<file path="config.mk">
export PLATFORM = sky130hd
export DESIGN_NAME = sensor_packet_receiver_level_conv_flat
export DESIGN_NICKNAME = d
export VERILOG_FILES = /design/src/rtl/splc_pkg.sv /design/src/rtl/splc_if.sv /design/src/rtl/splc_cfg.sv /design/src/rtl/splc_frame.sv /design/src/rtl/splc_div.sv /design/src/rtl/sensor_packet_receiver_level_conv.sv /design/src/flat_wrapper.sv
export SDC_FILE = /design/constraint.sdc
export NUM_CORES = 1
export LEC_CHECK = 0
export BUFFER_PORTS_ARGS = -buffer_cell sky130_fd_sc_hd__buf_2
export CAP_MARGIN = 10
export CORE_ASPECT_RATIO = 2
export CORE_MARGIN = 2
export CORE_UTILIZATION = 47
export DETAILED_ROUTE_END_ITERATION = 16
export SYNTH_ARGS = -nofsm -noshare
export SYNTH_HDL_FRONTEND = slang
export SYNTH_SLANG_ARGS = --single-unit
</file>
<file path="constraint.sdc">
create_clock -name clk -period 4.98 [get_ports clk]
set_input_delay 0 -clock clk [delete_from_list [all_inputs] [get_ports clk]]
set_output_delay 0 -clock clk [all_outputs]
set_load 0.1 [all_outputs]
</file>
<file path="src/rtl/splc_pkg.sv">
// ---------------------------------------------------------------------------
// splc_pkg
// Shared widths, register indexes, result codes and structs of the sensor
// packet receiver with level conversion.
// ---------------------------------------------------------------------------
package splc_pkg;

  localparam int VOLT_W    = 22;  // voltage limits and offset
  localparam int FACTOR_W  = 16;  // conversion factor
  localparam int LEVEL_W   = 16;  // level limits
  localparam int AGE_W     = 16;  // tick age and timeout
  localparam int SAMPLE_W  = 16;  // stored voltage reading
  localparam int WLEVEL_W  = 24;  // computed water level, signed
  localparam int BYTE_W    = 8;
  localparam int EVENT_W   = 2;
  localparam int STATUS_W  = 2;
  localparam int ADDR_W    = 5;
  localparam int DATA_W    = 32;
  localparam int REG_IDX_W = 3;

  // Register indexes on the configuration port.
  localparam logic [REG_IDX_W-1:0] REG_MIN_VOLTAGE     = 3'd0;
  localparam logic [REG_IDX_W-1:0] REG_MAX_VOLTAGE     = 3'd1;
  localparam logic [REG_IDX_W-1:0] REG_VOLTAGE_OFFSET  = 3'd2;
  localparam logic [REG_IDX_W-1:0] REG_VOLTS_PER_LEVEL = 3'd3;
  localparam logic [REG_IDX_W-1:0] REG_MIN_LEVEL       = 3'd4;
  localparam logic [REG_IDX_W-1:0] REG_MAX_LEVEL       = 3'd5;
  localparam logic [REG_IDX_W-1:0] REG_TIMEOUT_TICKS   = 3'd6;

  // Register reset values.
  localparam logic [VOLT_W-1:0]   RST_MIN_VOLTAGE     = 22'd500000;
  localparam logic [VOLT_W-1:0]   RST_MAX_VOLTAGE     = 22'd2500000;
  localparam logic [VOLT_W-1:0]   RST_VOLTAGE_OFFSET  = 22'd500000;
  localparam logic [FACTOR_W-1:0] RST_VOLTS_PER_LEVEL = 16'd2105;
  localparam logic [LEVEL_W-1:0]  RST_MIN_LEVEL       = 16'd50;
  localparam logic [LEVEL_W-1:0]  RST_MAX_LEVEL       = 16'd1000;
  localparam logic [AGE_W-1:0]    RST_TIMEOUT_TICKS   = 16'd1500;

  // Input word kinds.
  localparam logic REQ_BYTE = 1'b0;
  localparam logic REQ_TICK = 1'b1;

  // Frame event codes.
  localparam logic [EVENT_W-1:0] EV_NONE     = 2'd0;
  localparam logic [EVENT_W-1:0] EV_ACCEPTED = 2'd1;
  localparam logic [EVENT_W-1:0] EV_CHECKSUM = 2'd2;
  localparam logic [EVENT_W-1:0] EV_COUNTER  = 2'd3;

  // Level status codes.
  localparam logic [STATUS_W-1:0] LS_OK          = 2'd0;
  localparam logic [STATUS_W-1:0] LS_VOLT_RANGE  = 2'd1;
  localparam logic [STATUS_W-1:0] LS_LEVEL_RANGE = 2'd2;

  typedef struct packed {
    logic [VOLT_W-1:0]   min_voltage;
    logic [VOLT_W-1:0]   max_voltage;
    logic [VOLT_W-1:0]   voltage_offset;
    logic [FACTOR_W-1:0] volts_per_level;
    logic [LEVEL_W-1:0]  min_level;
    logic [LEVEL_W-1:0]  max_level;
    logic [AGE_W-1:0]    timeout_ticks;
  } cfg_t;

  typedef struct packed {
    logic [EVENT_W-1:0]  event_code;
    logic [SAMPLE_W-1:0] voltage;
    logic [AGE_W-1:0]    tick_age;
  } frame_stat_t;

endpackage

</file>
<file path="src/rtl/splc_if.sv">
// ---------------------------------------------------------------------------
// splc_if
// Valid/ready channels of the sensor packet receiver: the input word
// channel and the result word channel.
// ---------------------------------------------------------------------------
interface splc_in_if;
  logic                       valid;
  logic                       ready;
  logic                       req_type;
  logic [splc_pkg::BYTE_W-1:0] rx_byte;

  modport source (output valid, output req_type, output rx_byte, input ready);
  modport sink   (input valid, input req_type, input rx_byte, output ready);
endinterface

interface splc_out_if;
  logic                                valid;
  logic                                ready;
  logic [splc_pkg::EVENT_W-1:0]        packet_event;
  logic                                timed_out;
  logic [splc_pkg::STATUS_W-1:0]       level_status;
  logic signed [splc_pkg::WLEVEL_W-1:0] water_level;
  logic [splc_pkg::SAMPLE_W-1:0]       voltage_out;

  modport source (output valid, output packet_event, output timed_out,
                  output level_status, output water_level, output voltage_out,
                  input ready);
  modport sink   (input valid, input packet_event, input timed_out,
                  input level_status, input water_level, input voltage_out,
                  output ready);
endinterface

</file>
<file path="src/rtl/splc_cfg.sv">
// ---------------------------------------------------------------------------
// splc_cfg
// APB register file holding the conversion limits and the timeout.
// ---------------------------------------------------------------------------
module splc_cfg (
  input  logic                          clk,
  input  logic                          rst,
  input  logic                          psel,
  input  logic                          penable,
  input  logic                          pwrite,
  input  logic [splc_pkg::ADDR_W-1:0]   paddr,
  input  logic [splc_pkg::DATA_W-1:0]   pwdata,
  output logic [splc_pkg::DATA_W-1:0]   prdata,
  output logic                          pready,
  output splc_pkg::cfg_t                cfg
);

  logic                               wr_en;
  logic [splc_pkg::REG_IDX_W-1:0]     idx;

  assign pready = 1'b1;
  assign wr_en  = psel && penable && pwrite;
  assign idx    = paddr[splc_pkg::ADDR_W-1:2];

  always_ff @(posedge clk) begin
    if (rst) begin
      cfg.min_voltage     <= splc_pkg::RST_MIN_VOLTAGE;
      cfg.max_voltage     <= splc_pkg::RST_MAX_VOLTAGE;
      cfg.voltage_offset  <= splc_pkg::RST_VOLTAGE_OFFSET;
      cfg.volts_per_level <= splc_pkg::RST_VOLTS_PER_LEVEL;
      cfg.min_level       <= splc_pkg::RST_MIN_LEVEL;
      cfg.max_level       <= splc_pkg::RST_MAX_LEVEL;
      cfg.timeout_ticks   <= splc_pkg::RST_TIMEOUT_TICKS;
    end else if (wr_en) begin
      case (idx)
        splc_pkg::REG_MIN_VOLTAGE:     cfg.min_voltage     <= pwdata[splc_pkg::VOLT_W-1:0];
        splc_pkg::REG_MAX_VOLTAGE:     cfg.max_voltage     <= pwdata[splc_pkg::VOLT_W-1:0];
        splc_pkg::REG_VOLTAGE_OFFSET:  cfg.voltage_offset  <= pwdata[splc_pkg::VOLT_W-1:0];
        splc_pkg::REG_VOLTS_PER_LEVEL: cfg.volts_per_level <= pwdata[splc_pkg::FACTOR_W-1:0];
        splc_pkg::REG_MIN_LEVEL:       cfg.min_level       <= pwdata[splc_pkg::LEVEL_W-1:0];
        splc_pkg::REG_MAX_LEVEL:       cfg.max_level       <= pwdata[splc_pkg::LEVEL_W-1:0];
        splc_pkg::REG_TIMEOUT_TICKS:   cfg.timeout_ticks   <= pwdata[splc_pkg::AGE_W-1:0];
        default: begin
        end
      endcase
    end
  end

  always_comb begin
    case (idx)
      splc_pkg::REG_MIN_VOLTAGE:     prdata = splc_pkg::DATA_W'(cfg.min_voltage);
      splc_pkg::REG_MAX_VOLTAGE:     prdata = splc_pkg::DATA_W'(cfg.max_voltage);
      splc_pkg::REG_VOLTAGE_OFFSET:  prdata = splc_pkg::DATA_W'(cfg.voltage_offset);
      splc_pkg::REG_VOLTS_PER_LEVEL: prdata = splc_pkg::DATA_W'(cfg.volts_per_level);
      splc_pkg::REG_MIN_LEVEL:       prdata = splc_pkg::DATA_W'(cfg.min_level);
      splc_pkg::REG_MAX_LEVEL:       prdata = splc_pkg::DATA_W'(cfg.max_level);
      splc_pkg::REG_TIMEOUT_TICKS:   prdata = splc_pkg::DATA_W'(cfg.timeout_ticks);
      default:                       prdata = '0;
    endcase
  end

endmodule

</file>
<file path="src/rtl/splc_frame.sv">
// ---------------------------------------------------------------------------
// splc_frame
// Frame assembler and checker: gathers four bytes, checks the XOR byte and
// counter continuity, keeps the last good voltage and the tick age.
// ---------------------------------------------------------------------------
module splc_frame (
  input  logic                          clk,
  input  logic                          rst,
  input  logic                          take,
  input  logic                          req_type,
  input  logic [splc_pkg::BYTE_W-1:0]   rx_byte,
  output splc_pkg::frame_stat_t         stat
);

  logic [splc_pkg::BYTE_W-1:0]   frame_bytes [0:2];
  logic [1:0]                    frame_fill;
  logic [splc_pkg::BYTE_W-1:0]   last_counter;
  logic                          has_previous;
  logic [splc_pkg::SAMPLE_W-1:0] stored_voltage;
  logic [splc_pkg::AGE_W-1:0]    tick_age;
  logic [splc_pkg::EVENT_W-1:0]  event_code;
  logic [splc_pkg::BYTE_W-1:0]   check;
  logic                          frame_end;

  assign check     = frame_bytes[0] ^ frame_bytes[1] ^ frame_bytes[2];
  assign frame_end = (frame_fill == 2'd3);

  // The byte store needs no reset: every entry is written before a check.
  always_ff @(posedge clk) begin
    if (take && (req_type == splc_pkg::REQ_BYTE) && !frame_end) begin
      frame_bytes[frame_fill] <= rx_byte;
    end
  end

  always_ff @(posedge clk) begin
    if (rst) begin
      frame_fill     <= '0;
      last_counter   <= '0;
      has_previous   <= 1'b0;
      stored_voltage <= '0;
      tick_age       <= '0;
      event_code     <= splc_pkg::EV_NONE;
    end else if (take) begin
      event_code <= splc_pkg::EV_NONE;
      if (req_type == splc_pkg::REQ_TICK) begin
        if (tick_age != '1) begin
          tick_age <= tick_age + 1'b1;
        end
      end else if (!frame_end) begin
        frame_fill <= frame_fill + 1'b1;
      end else begin
        frame_fill <= '0;
        if (check != rx_byte) begin
          event_code <= splc_pkg::EV_CHECKSUM;
        end else if (has_previous && (frame_bytes[0] != last_counter + 1'b1)) begin
          event_code <= splc_pkg::EV_COUNTER;
        end else begin
          event_code     <= splc_pkg::EV_ACCEPTED;
          stored_voltage <= {frame_bytes[1], frame_bytes[2]};
          last_counter   <= frame_bytes[0];
          has_previous   <= 1'b1;
          tick_age       <= '0;
        end
      end
    end
  end

  assign stat.event_code = event_code;
  assign stat.voltage    = stored_voltage;
  assign stat.tick_age   = tick_age;

endmodule

</file>
<file path="src/rtl/splc_div.sv">
// ---------------------------------------------------------------------------
// splc_div
// Bit-serial restoring divider for unsigned magnitudes: one quotient bit a
// cycle, dividend shifted out of the top while quotient bits shift in.
// ---------------------------------------------------------------------------
module splc_div #(
  parameter int DividendW = splc_pkg::VOLT_W,
  parameter int DivisorW  = splc_pkg::FACTOR_W
) (
  input  logic                 clk,
  input  logic                 rst,
  input  logic                 start,
  input  logic [DividendW-1:0] dividend,
  input  logic [DivisorW-1:0]  divisor,
  output logic                 busy,
  output logic [DividendW-1:0] quotient
);

  localparam int CntW = $clog2(DividendW + 1);

  logic [CntW-1:0]      cnt;
  logic [DividendW-1:0] quo;
  logic [DivisorW-1:0]  rem;
  logic [DivisorW-1:0]  dvs;
  logic [DivisorW:0]    trial;
  logic [DivisorW:0]    diff;
  logic                 fits;

  assign trial = {rem, quo[DividendW-1]};
  assign diff  = trial - {1'b0, dvs};
  assign fits  = (trial >= {1'b0, dvs});

  always_ff @(posedge clk) begin
    if (rst) begin
      cnt <= '0;
    end else if (start) begin
      cnt <= CntW'(DividendW);
    end else if (cnt != '0) begin
      cnt <= cnt - 1'b1;
    end
  end

  always_ff @(posedge clk) begin
    if (start) begin
      quo <= dividend;
      rem <= '0;
      dvs <= divisor;
    end else if (cnt != '0) begin
      rem <= fits ? diff[DivisorW-1:0] : trial[DivisorW-1:0];
      quo <= {quo[DividendW-2:0], fits};
    end
  end

  assign busy     = (cnt != '0);
  assign quotient = quo;

endmodule

</file>
<file path="src/rtl/sensor_packet_receiver_level_conv.sv">
// ---------------------------------------------------------------------------
// sensor_packet_receiver_level_conv
// Sensor frame receiver with voltage-to-level conversion.
// ---------------------------------------------------------------------------
// The req channel carries one word per serial byte or per millisecond tick.
// Every accepted word yields exactly one result word on the rsp channel with
// the frame event, the timeout flag, the level status, the water level and
// the stored voltage. The APB port programs the limits, the offset, the
// conversion factor and the timeout; writes are expected only while idle.
// The frame state is updated at the accepting edge itself. After that an
// item passes through the load state, which registers the sign of the
// difference and starts the divider, then the bit-serial divider (one
// quotient bit per cycle over the 22-bit magnitude), then the output state,
// which forms the level and status and registers them. One item is in
// work at a time: no new word is taken until the previous result is loaded
// into the output register.
// The result sits in an output register; req is ready again as soon as the
// result is loaded, so the next word is taken while the previous result
// still waits. If rsp stalls, the finished level waits in its last state and
// the block takes no new word until the output register is free.
// Reset (rst, synchronous) clears the frame state, the tick age, the
// pending result and loads the register defaults.
// ---------------------------------------------------------------------------
module sensor_packet_receiver_level_conv (
  input  logic                          clk,
  input  logic                          rst,
  splc_in_if.sink                       req,
  splc_out_if.source                    rsp,
  input  logic                          psel,
  input  logic                          penable,
  input  logic                          pwrite,
  input  logic [splc_pkg::ADDR_W-1:0]   paddr,
  input  logic [splc_pkg::DATA_W-1:0]   pwdata,
  output logic [splc_pkg::DATA_W-1:0]   prdata,
  output logic                          pready
);

  localparam logic [1:0] ST_IDLE = 2'd0;
  localparam logic [1:0] ST_LOAD = 2'd1;
  localparam logic [1:0] ST_DIV  = 2'd2;
  localparam logic [1:0] ST_OUT  = 2'd3;

  localparam int DiffW = splc_pkg::VOLT_W + 1;

  splc_pkg::cfg_t        cfg;
  splc_pkg::frame_stat_t stat;

  logic [1:0] state;
  logic [1:0] state_next;
  logic       take;
  logic       out_load;

  // Sign and magnitude of the voltage minus the offset.
  logic [DiffW-1:0]               delta;
  logic [DiffW-1:0]               delta_abs;
  logic                           neg;
  logic [splc_pkg::FACTOR_W-1:0]  divisor;
  logic                           div_busy;
  logic [splc_pkg::VOLT_W-1:0]    quotient;

  // Level and range checks on the finished quotient.
  logic [splc_pkg::WLEVEL_W-1:0]  q_ext;
  logic [splc_pkg::WLEVEL_W-1:0]  base;
  logic [splc_pkg::WLEVEL_W-1:0]  level;
  logic                           volt_bad;
  logic                           below;
  logic                           above;
  logic [splc_pkg::STATUS_W-1:0]  status;

  // Output register.
  logic                           out_valid;
  logic [splc_pkg::EVENT_W-1:0]   out_event;
  logic                           out_timed;
  logic [splc_pkg::STATUS_W-1:0]  out_status;
  logic [splc_pkg::WLEVEL_W-1:0]  out_level;
  logic [splc_pkg::SAMPLE_W-1:0]  out_voltage;

  splc_cfg u_cfg (
    .clk     (clk),
    .rst     (rst),
    .psel    (psel),
    .penable (penable),
    .pwrite  (pwrite),
    .paddr   (paddr),
    .pwdata  (pwdata),
    .prdata  (prdata),
    .pready  (pready),
    .cfg     (cfg)
  );

  assign req.ready = (state == ST_IDLE);
  assign take      = req.valid && req.ready;

  splc_frame u_frame (
    .clk      (clk),
    .rst      (rst),
    .take     (take),
    .req_type (req.req_type),
    .rx_byte  (req.rx_byte),
    .stat     (stat)
  );

  // The stored voltage is registered at the accepting edge, so the divider is
  // started from the load state that follows acceptance.
  assign delta     = {{(DiffW - splc_pkg::SAMPLE_W){1'b0}}, stat.voltage}
                   - {1'b0, cfg.voltage_offset};
  assign delta_abs = delta[DiffW-1] ? (~delta + 1'b1) : delta;
  // A zero factor divides as one.
  assign divisor   = (cfg.volts_per_level == '0) ? splc_pkg::FACTOR_W'(1)
                                                 : cfg.volts_per_level;

  always_ff @(posedge clk) begin
    if (state == ST_LOAD) begin
      neg <= delta[DiffW-1];
    end
  end

  splc_div #(
    .DividendW (splc_pkg::VOLT_W),
    .DivisorW  (splc_pkg::FACTOR_W)
  ) u_div (
    .clk      (clk),
    .rst      (rst),
    .start    (state == ST_LOAD),
    .dividend (delta_abs[splc_pkg::VOLT_W-1:0]),
    .divisor  (divisor),
    .busy     (div_busy),
    .quotient (quotient)
  );

  // Truncation toward zero: the quotient of the magnitudes takes the sign of
  // the difference, so the level is the base plus or minus that quotient.
  assign q_ext = {{(splc_pkg::WLEVEL_W - splc_pkg::VOLT_W){1'b0}}, quotient};
  assign base  = {{(splc_pkg::WLEVEL_W - splc_pkg::LEVEL_W){1'b0}}, cfg.min_level};
  assign level = neg ? (base - q_ext) : (base + q_ext);

  assign volt_bad = ({{(splc_pkg::VOLT_W - splc_pkg::SAMPLE_W){1'b0}}, stat.voltage}
                     < cfg.min_voltage)
                 || ({{(splc_pkg::VOLT_W - splc_pkg::SAMPLE_W){1'b0}}, stat.voltage}
                     > cfg.max_voltage);
  // Only a negative nonzero quotient takes the level below its base.
  assign below = neg && (quotient != '0);
  assign above = $signed(level)
               > $signed({{(splc_pkg::WLEVEL_W - splc_pkg::LEVEL_W){1'b0}}, cfg.max_level});

  always_comb begin
    if (volt_bad) begin
      status = splc_pkg::LS_VOLT_RANGE;
    end else if (below || above) begin
      status = splc_pkg::LS_LEVEL_RANGE;
    end else begin
      status = splc_pkg::LS_OK;
    end
  end

  assign out_load = (state == ST_OUT) && (!out_valid || rsp.ready);

  always_comb begin
    case (state)
      ST_IDLE: state_next = take ? ST_LOAD : ST_IDLE;
      ST_LOAD: state_next = ST_DIV;
      ST_DIV:  state_next = div_busy ? ST_DIV : ST_OUT;
      ST_OUT:  state_next = out_load ? ST_IDLE : ST_OUT;
      default: state_next = ST_IDLE;
    endcase
  end

  always_ff @(posedge clk) begin
    if (rst) begin
      state <= ST_IDLE;
    end else begin
      state <= state_next;
    end
  end

  always_ff @(posedge clk) begin
    if (rst) begin
      out_valid <= 1'b0;
    end else if (out_load) begin
      out_valid <= 1'b1;
    end else if (rsp.ready) begin
      out_valid <= 1'b0;
    end
  end

  always_ff @(posedge clk) begin
    if (out_load) begin
      out_event   <= stat.event_code;
      out_timed   <= (stat.tick_age > cfg.timeout_ticks);
      out_status  <= status;
      out_level   <= volt_bad ? '0 : level;
      out_voltage <= stat.voltage;
    end
  end

  assign rsp.valid        = out_valid;
  assign rsp.packet_event = out_event;
  assign rsp.timed_out    = out_timed;
  assign rsp.level_status = out_status;
  assign rsp.water_level  = out_level;
  assign rsp.voltage_out  = out_voltage;

endmodule

</file>
<file path="src/flat_wrapper.sv">
// flat-port wrapper written by rule: the top's interface ports become plain ports
module sensor_packet_receiver_level_conv_flat 
  (clk, rst, psel, penable, pwrite, paddr, pwdata, prdata, pready, req_valid, req_req_type, req_rx_byte, req_ready, rsp_valid, rsp_packet_event, rsp_timed_out, rsp_level_status, rsp_water_level, rsp_voltage_out, rsp_ready);
  splc_in_if req_i ();
  splc_out_if rsp_i ();
  input  logic clk;
  input  logic rst;
  input  logic psel;
  input  logic penable;
  input  logic pwrite;
  input  logic [splc_pkg::ADDR_W-1:0] paddr;
  input  logic [splc_pkg::DATA_W-1:0] pwdata;
  output logic [splc_pkg::DATA_W-1:0] prdata;
  output logic pready;
  input wire logic [$bits(req_i.valid)-1:0] req_valid;
  input wire logic [$bits(req_i.req_type)-1:0] req_req_type;
  input wire logic [$bits(req_i.rx_byte)-1:0] req_rx_byte;
  output wire logic [$bits(req_i.ready)-1:0] req_ready;
  output wire logic [$bits(rsp_i.valid)-1:0] rsp_valid;
  output wire logic [$bits(rsp_i.packet_event)-1:0] rsp_packet_event;
  output wire logic [$bits(rsp_i.timed_out)-1:0] rsp_timed_out;
  output wire logic [$bits(rsp_i.level_status)-1:0] rsp_level_status;
  output wire logic [$bits(rsp_i.water_level)-1:0] rsp_water_level;
  output wire logic [$bits(rsp_i.voltage_out)-1:0] rsp_voltage_out;
  input wire logic [$bits(rsp_i.ready)-1:0] rsp_ready;
  assign req_i.valid = req_valid;
  assign req_i.req_type = req_req_type;
  assign req_i.rx_byte = req_rx_byte;
  assign req_ready = req_i.ready;
  assign rsp_valid = rsp_i.valid;
  assign rsp_packet_event = rsp_i.packet_event;
  assign rsp_timed_out = rsp_i.timed_out;
  assign rsp_level_status = rsp_i.level_status;
  assign rsp_water_level = rsp_i.water_level;
  assign rsp_voltage_out = rsp_i.voltage_out;
  assign rsp_i.ready = rsp_ready;
  sensor_packet_receiver_level_conv u_core (.clk(clk), .rst(rst), .req(req_i), .rsp(rsp_i), .psel(psel), .penable(penable), .pwrite(pwrite), .paddr(paddr), .pwdata(pwdata), .prdata(prdata), .pready(pready));
endmodule
</file>
# Word level (Yosys, flattened, before mapping)
# Memories as Yosys holds them, arrays and structs flattened.
# Cells that the tools add are included.
[word_totals] latchBits=0 mem_count=1 mem_bits_rw=24 register_bits=283 output_inout_bits=80 romBits=0 wordCells=122 input_bits=53
[op_classes] eq_ne=16 div_mod_pow=0 shifts=0 n_mux=27 n_bitwise=6 n_addsub=9 magnitude_cmp=5 multipliers=0 reduce_logical=32
[memory_table] memory="u_core.u_frame.frame_bytes" depth=3 width=8 read_ports=3 rd_clocked_by_memory_dff=0 wr=1 line="splc_frame.sv:15" source="logic [splc_pkg::BYTE_W-1:0] frame_bytes [0:2];"
[ops] operator="one-hot mux 22 bit (7 select lines)" count=1
[ops] operator="2-to-1 mux 16 bit" count=6
[ops] operator="2-to-1 mux 22 bit" count=3
[ops] operator="subtractor 16 x 22 -> 23 bit" count=2
[ops] operator="> comparator 24 x 17 -> 1 bit" count=1
[ops] operator="2-to-1 mux 24 bit" count=1
[ops] operator="adder 16 x 22 -> 23 bit" count=1
[ops] operator="adder 22 x 1 -> 22 bit, second input constant" count=1
[ops] operator="> comparator 16 x 22 -> 1 bit" count=1
[ops] operator="less-than comparator 16 x 22 -> 1 bit" count=1
[ops] operator="inverter 22 bit" count=1
[ops] operator="nonzero test 22 bit" count=1
[ops] operator=">= comparator 17 x 16 -> 1 bit" count=1
[ops] operator="adder 16 x 1 -> 16 bit, second input constant" count=1
[ops] operator="> comparator 16 bit" count=1
[ops] operator="logical NOT 16 bit" count=1
[ops] operator="!= test 16 bit, second input constant" count=1
[ops] operator="!= test 8 bit" count=2
[ops] operator="AND reduction 2 bit" count=8
[ops] operator="subtractor 16 bit" count=1
[ops] operator="bitwise XOR 8 bit" count=2
[ops] operator="2-to-1 mux 2 bit" count=7
[ops] operator="2-to-1 mux 5 bit" count=2
[ops] operator="AND reduction 5 bit" count=2
[ops] operator="other kinds (21)" count=46

# Depth between registers and ports, before layout
[depth] depth_word=7 mapped_depth=23 ltp_nobuf=23

# Modules after synthesis
# From an unflattened synthesis, not the netlist that was laid out.
[hier_totals] cells_unflattened=2249 hier_area_um2=20154.3
[modules_own_cells] module="sensor_packet_receiver_level_conv" instances=1 area_per_inst_um2=7096.8 cells_each=899 seq_area_each_um2=1441.4
[modules_own_cells] module="splc_cfg" instances=1 area_per_inst_um2=6190.9 cells_each=687 seq_area_each_um2=2602.5
[modules_own_cells] module="splc_div" instances=1 area_per_inst_um2=3472.1 cells_each=317 seq_area_each_um2=1561.5
[modules_own_cells] module="splc_frame" instances=1 area_per_inst_um2=3394.5 cells_each=346 seq_area_each_um2=1621.6

# Worst setup path after synthesis
# OpenSTA, ideal clock, no wires.
[synth_path] path_type="register to register" from="register u_core.u_div.quo[1] (netlist: u_core.u_div.quotient[1])" to="register u_core.out_status (netlist bit u_core.rsp.level_status[1]) (data pin)" arrival_time_ns=3.606 setup_slack_ns=1.099 synth_period_minus_slack_ns=3.881 path_buffers=0 setup_time_ns=0.275 stages_incl_launch_ff=24 required_time_ns=4.705 cell_sequence="edfxtp_1 -> inv_1 -> ha_1 -> nand2b_1 -> a221oi_2 -> o221ai_1 -> nor2b_1 -> nor2_1 -> nor2_1 -> nor2_1 -> o31ai_1 -> xnor2_1 -> inv_1 -> ha_1 -> a21o_1 -> a21oi_1 -> nor2b_1 -> o21ai_0 -> a21oi_1 -> a211oi_1 -> o31a_1 -> o2111a_1 -> and4_4 -> a311oi_2"
[synth_between] elab_chain_cells=5 word_cells_on_any_way=8 classes_between="add/sub (2); order compare (1); mux (2); reduce/logical (3)"
[synth_rtl] element="start, declared" line="splc_div.sv:22" source="logic [DividendW-1:0] quo;"
[synth_rtl] element="start signal, assigned" line="splc_div.sv:45" source="quo <= dividend;"
[synth_rtl] element="start signal, assigned" line="splc_div.sv:50" source="quo <= {quo[DividendW-2:0], fits};"
[synth_rtl] element="adder 16 x 22 -> 23 bit / subtractor 16 x 22 -> 23 bit (equally long branches)" line="sensor_packet_receiver_level_conv.sv:135" source="assign level = neg ? (base - q_ext) : (base + q_ext);"
[synth_rtl] element="2-to-1 mux 24 bit (*)" line="sensor_packet_receiver_level_conv.sv:135"
[synth_rtl] element="net u_core.level, one bit" line="sensor_packet_receiver_level_conv.sv:64" source="logic [splc_pkg::WLEVEL_W-1:0] level;"
[synth_rtl] element="> comparator 24 x 17 -> 1 bit (*)" line="sensor_packet_receiver_level_conv.sv:144" source="> $signed({{(splc_pkg::WLEVEL_W - splc_pkg::LEVEL_W){1'b0}}, cfg.max_level});"
[synth_rtl] element="logical OR 1 bit (*)" line="sensor_packet_receiver_level_conv.sv:149" source="end else if (below || above) begin"
[synth_rtl] element="2-to-1 mux 2 bit (*)" line="sensor_packet_receiver_level_conv.sv:149"
[synth_rtl] element="end signal, assigned" line="sensor_packet_receiver_level_conv.sv:190" source="out_status <= status;"
[synth_rtl] element="end, declared" line="sensor_packet_receiver_level_conv.sv:74" source="logic [splc_pkg::STATUS_W-1:0] out_status;"
# The timed path passes the listed nets; every way through them passes the cells marked *.
# A chain may end at the register's enable or synchronous reset.

# Final worst setup path
[layout_path] from="register u_core.u_div.quo[2] (netlist: u_core.u_div.quotient[2])" to="register u_core.out_status (netlist bit u_core.rsp.level_status[1]) (data pin)"
# The elaborated chain is that of the path after synthesis.

==> flow_summary.ini <==
[global_routing]
grt_pass1_wl_mm = 89.9
grt_pass1_vias = 15562
grt_max_degree = 72
grt_overflow_total = 0
grt_antenna_before_repair = 0
grt_use_total_pct = 29.0

[power]
p_per_area_mw_per_mm2 = 395
ir_drop_v = 0.000303
p_leak_nw = 8.38
report.power.total_mw = 8.20

[finish]
fin_nets = 2428
mostFrequentLayoutCell = nand2_1
area_growth_pct = 12.4
drive_gt1_share_pct = 10.7
antenna_cells = 0
final_cell_mix = 325 x nand2_1, 199 x dfxtp_1, 187 x a21oi_1, 182 x nor2_1, 156 x inv_1
fillers = 3667

[timing]
layout_min_cycle_time_ps = 4520
hold_violations = 0
slew_viol_final = 0
clock_skew_ps = 28.5
setup_viol = 0
rsz0062_at_grt = no
fmax_ghz = 0.221
fin_tns_setup_ps = 0
fin_crit_sh_pct = 90.7
worstMarginPinSlew_ps = 1150
slew_headroom_pct = 23.1

[routing]
drt_wl_total_mm = 59.8
wire_per_inst_um = 21.5
vias_per_cell = 5.71
ant_nets = 0
post-route-drc-count = 0
drt-initial-drc-count = 950
firstDrtPassIters = 7
dr_total_vias = 15857

[clock_tree]
cts_root_buffer = clkbuf_16
h-tree-depth = 1
cts_buffers = 29
cts.sinks = 307
cts_tree = built
post_cts_buffers = 0
clk_path_buf_depth = 3
cts.reportedPaths.clkPinSlew_ps = 70
hold_buffers = 34
insertion_delay_ps = 600
ctsResizeCount = 0

[logic_synthesis]
netlist_area_mm2 = 0.0185
synth-async-reset-ratio_pct = 0
synth_cell_types = 89
ys.flop_type = dfxtp_1
synth.avg_cell_area_um2 = 8.62
syn_inst = 2145
synth_edf_count = 108
yosys_warnings = 0
ys_seq_area_share_pct = 39.1
ys_ff_latch = 307

[placed_design]
gp_congestion = 1.08
post-dp-hpwl_mm = 46.5
port_buffers = 109

[setup_path]
critPathLaunch = u_core.u_div.quotient[2]
cp.required_ps = 5300
cp_max_fo = 7
crit_path_start_kind = flip-flop
worstPathArrival_ps = 4840
rr_startpoint = u_core.u_div.quotient[2]
path_class = reg -> reg
endpoint_kind = flip-flop

[die]
ios = 133
start_util_pct = 47.6
core-area_mm2 = 0.0388
row_count = 102
die_w_um = 144
dieHeight_um = 284
fp.dieArea_mm2 = 0.0410

[job]
drv_cap = 0

[outcome]
status = complete, no violations

[min_path]
hold_class = in -> reg
hp-start = paddr[4]
[flip-flops by register name (all words and copies together) (netlist names), 2 cells and up]
signal and flops:
u_core.u_frame.frame_fill 2, u_core.rsp.water_level 24, u_core.rsp.voltage_out 16, u_core.u_frame.frame_bytes 24, u_core.u_frame.event_code 2, u_core.u_frame.last_counter 8, u_core.u_frame.stored_voltage 16, u_core.state 2
u_core.u_frame.tick_age 16, u_core.rsp.packet_event 2, u_core.rsp.level_status 2, u_core.u_div.dvs 16, u_core.u_cfg.cfg 130, u_core.u_div.rem 16, u_core.u_div.cnt 5, u_core.u_div.quotient 22
[metrics by stage]
step | hold WS [ps] | utilization (%) | instances | worst slack, ps | instance area, µm²
floorplan | 98.9 | - | 2154 | 1100 | 18500
global placement | 238 | 50.1 | 2691 | 485 | 19400
detailed placement | 239 | 50.1 | 2691 | 497 | 19400
CTS | 99.3 | 53.5 | 2779 | 472 | 20800
global route | 123 | 53.5 | 2779 | 16.3 | 20800
finish | 123 | 53.5 | 2779 | 463 | 20800
[where the power goes]
group	internal (mW)	leakage, nW	switching (mW)
sequential	2.88	2.57	0.239
clock	1.31	0.482	1.10
combinational	0.981	5.32	1.70
total	5.17	8.38	3.03
[critical path, cell delays in order, from the launching register on]
cell      delay (ps)
edfxtp_1         420
inv_1             60
ha_1             400
nor2b_1          180
o31ai_1          460
a21oi_1          210
a21o_1           240
a21oi_1          150
nor2b_1           50
o21ai_0          140
o31ai_1          100
xor2_1           170
ha_1             310
a21oi_1          120
nor2b_1           60
o21ai_0          170
a21oi_1          100
a211oi_1         210
o31a_1           200
o2111a_1         190
and4_4           220
a311oi_2          90
[logic make-up after synthesis]
group | synth area share [%]
AND/OR/NAND/NOR | 18.8
AO/OA/AOI/OAI | 16.5
flip-flops | 39.1
buffers and inverters | 5.87
adder cells (fa/ha/maj) | 9.57
XOR/XNOR | 5.12
multiplexers | 4.96
other | 0.0406
[area by class of cell]
| class | instances | area (µm²) | share of cell area (%) |
|---|---|---|---|
| multi-input combinational | 1574 | 10200 | 49.2 |
| sequential | 307 | 7230 | 34.8 |
| timing repair buffer | 166 | 1060 | 5.11 |
| clock buffer | 29 | 726 | 3.49 |
| tap | 520 | 651 | 3.13 |
| inverter | 158 | 593 | 2.85 |
| clock inverter | 25 | 289 | 1.39 |
[cell usage after synthesis, types with 9 or more instances]
library cell	number	area (µm²)
nand4_1	28	175
ha_1	135	1690
inv_1	156	586
nand2_1	325	1220
o21ai_0	74	370
clkbuf_1	87	327
or3_1	10	62.6
a31oi_1	19	119
a21o_1	24	180
nand2b_1	16	100
o21a_1	19	143
a21oi_1	187	936
buf_4	11	82.6
mux2i_1	51	510
o31ai_1	15	113
and2_1	11	68.8
nor4_1	17	106
xor2_1	27	236
mux2_2	12	135
a211oi_1	9	67.6
mux4_2	12	270
nand3_1	34	170
o211ai_1	12	90.1
nor2b_1	35	219
nor2_1	183	687
o21ai_1	24	120
xnor2_1	81	709
edfxtp_1	108	3240
a211o_1	28	245
nor3_1	44	220
dfxtp_1	199	3980
nand3b_1	17	128
[metal layers]
layer  up-vias  track usage, %  wire length [µm]
met5         -               0                 0
met4         0            22.8              5910
met3       206            3.12              2610
met2       558            52.8             30900
met1      7444            29.1             20400
li1       7649               -                 -
[worst paths after layout]
check | endpoint | slack (ps) | depth (start not counted)
max reg2reg | u_core.rsp.level_status[1] | 460 | 21
min | u_core.u_cfg.cfg[47] | 120 | 6
max | u_core.rsp.level_status[1] | 460 | 21
min reg2reg | u_core.rsp.packet_event[0] | 440 | 0
Note: power is estimated with default switching activity, not from simulation.
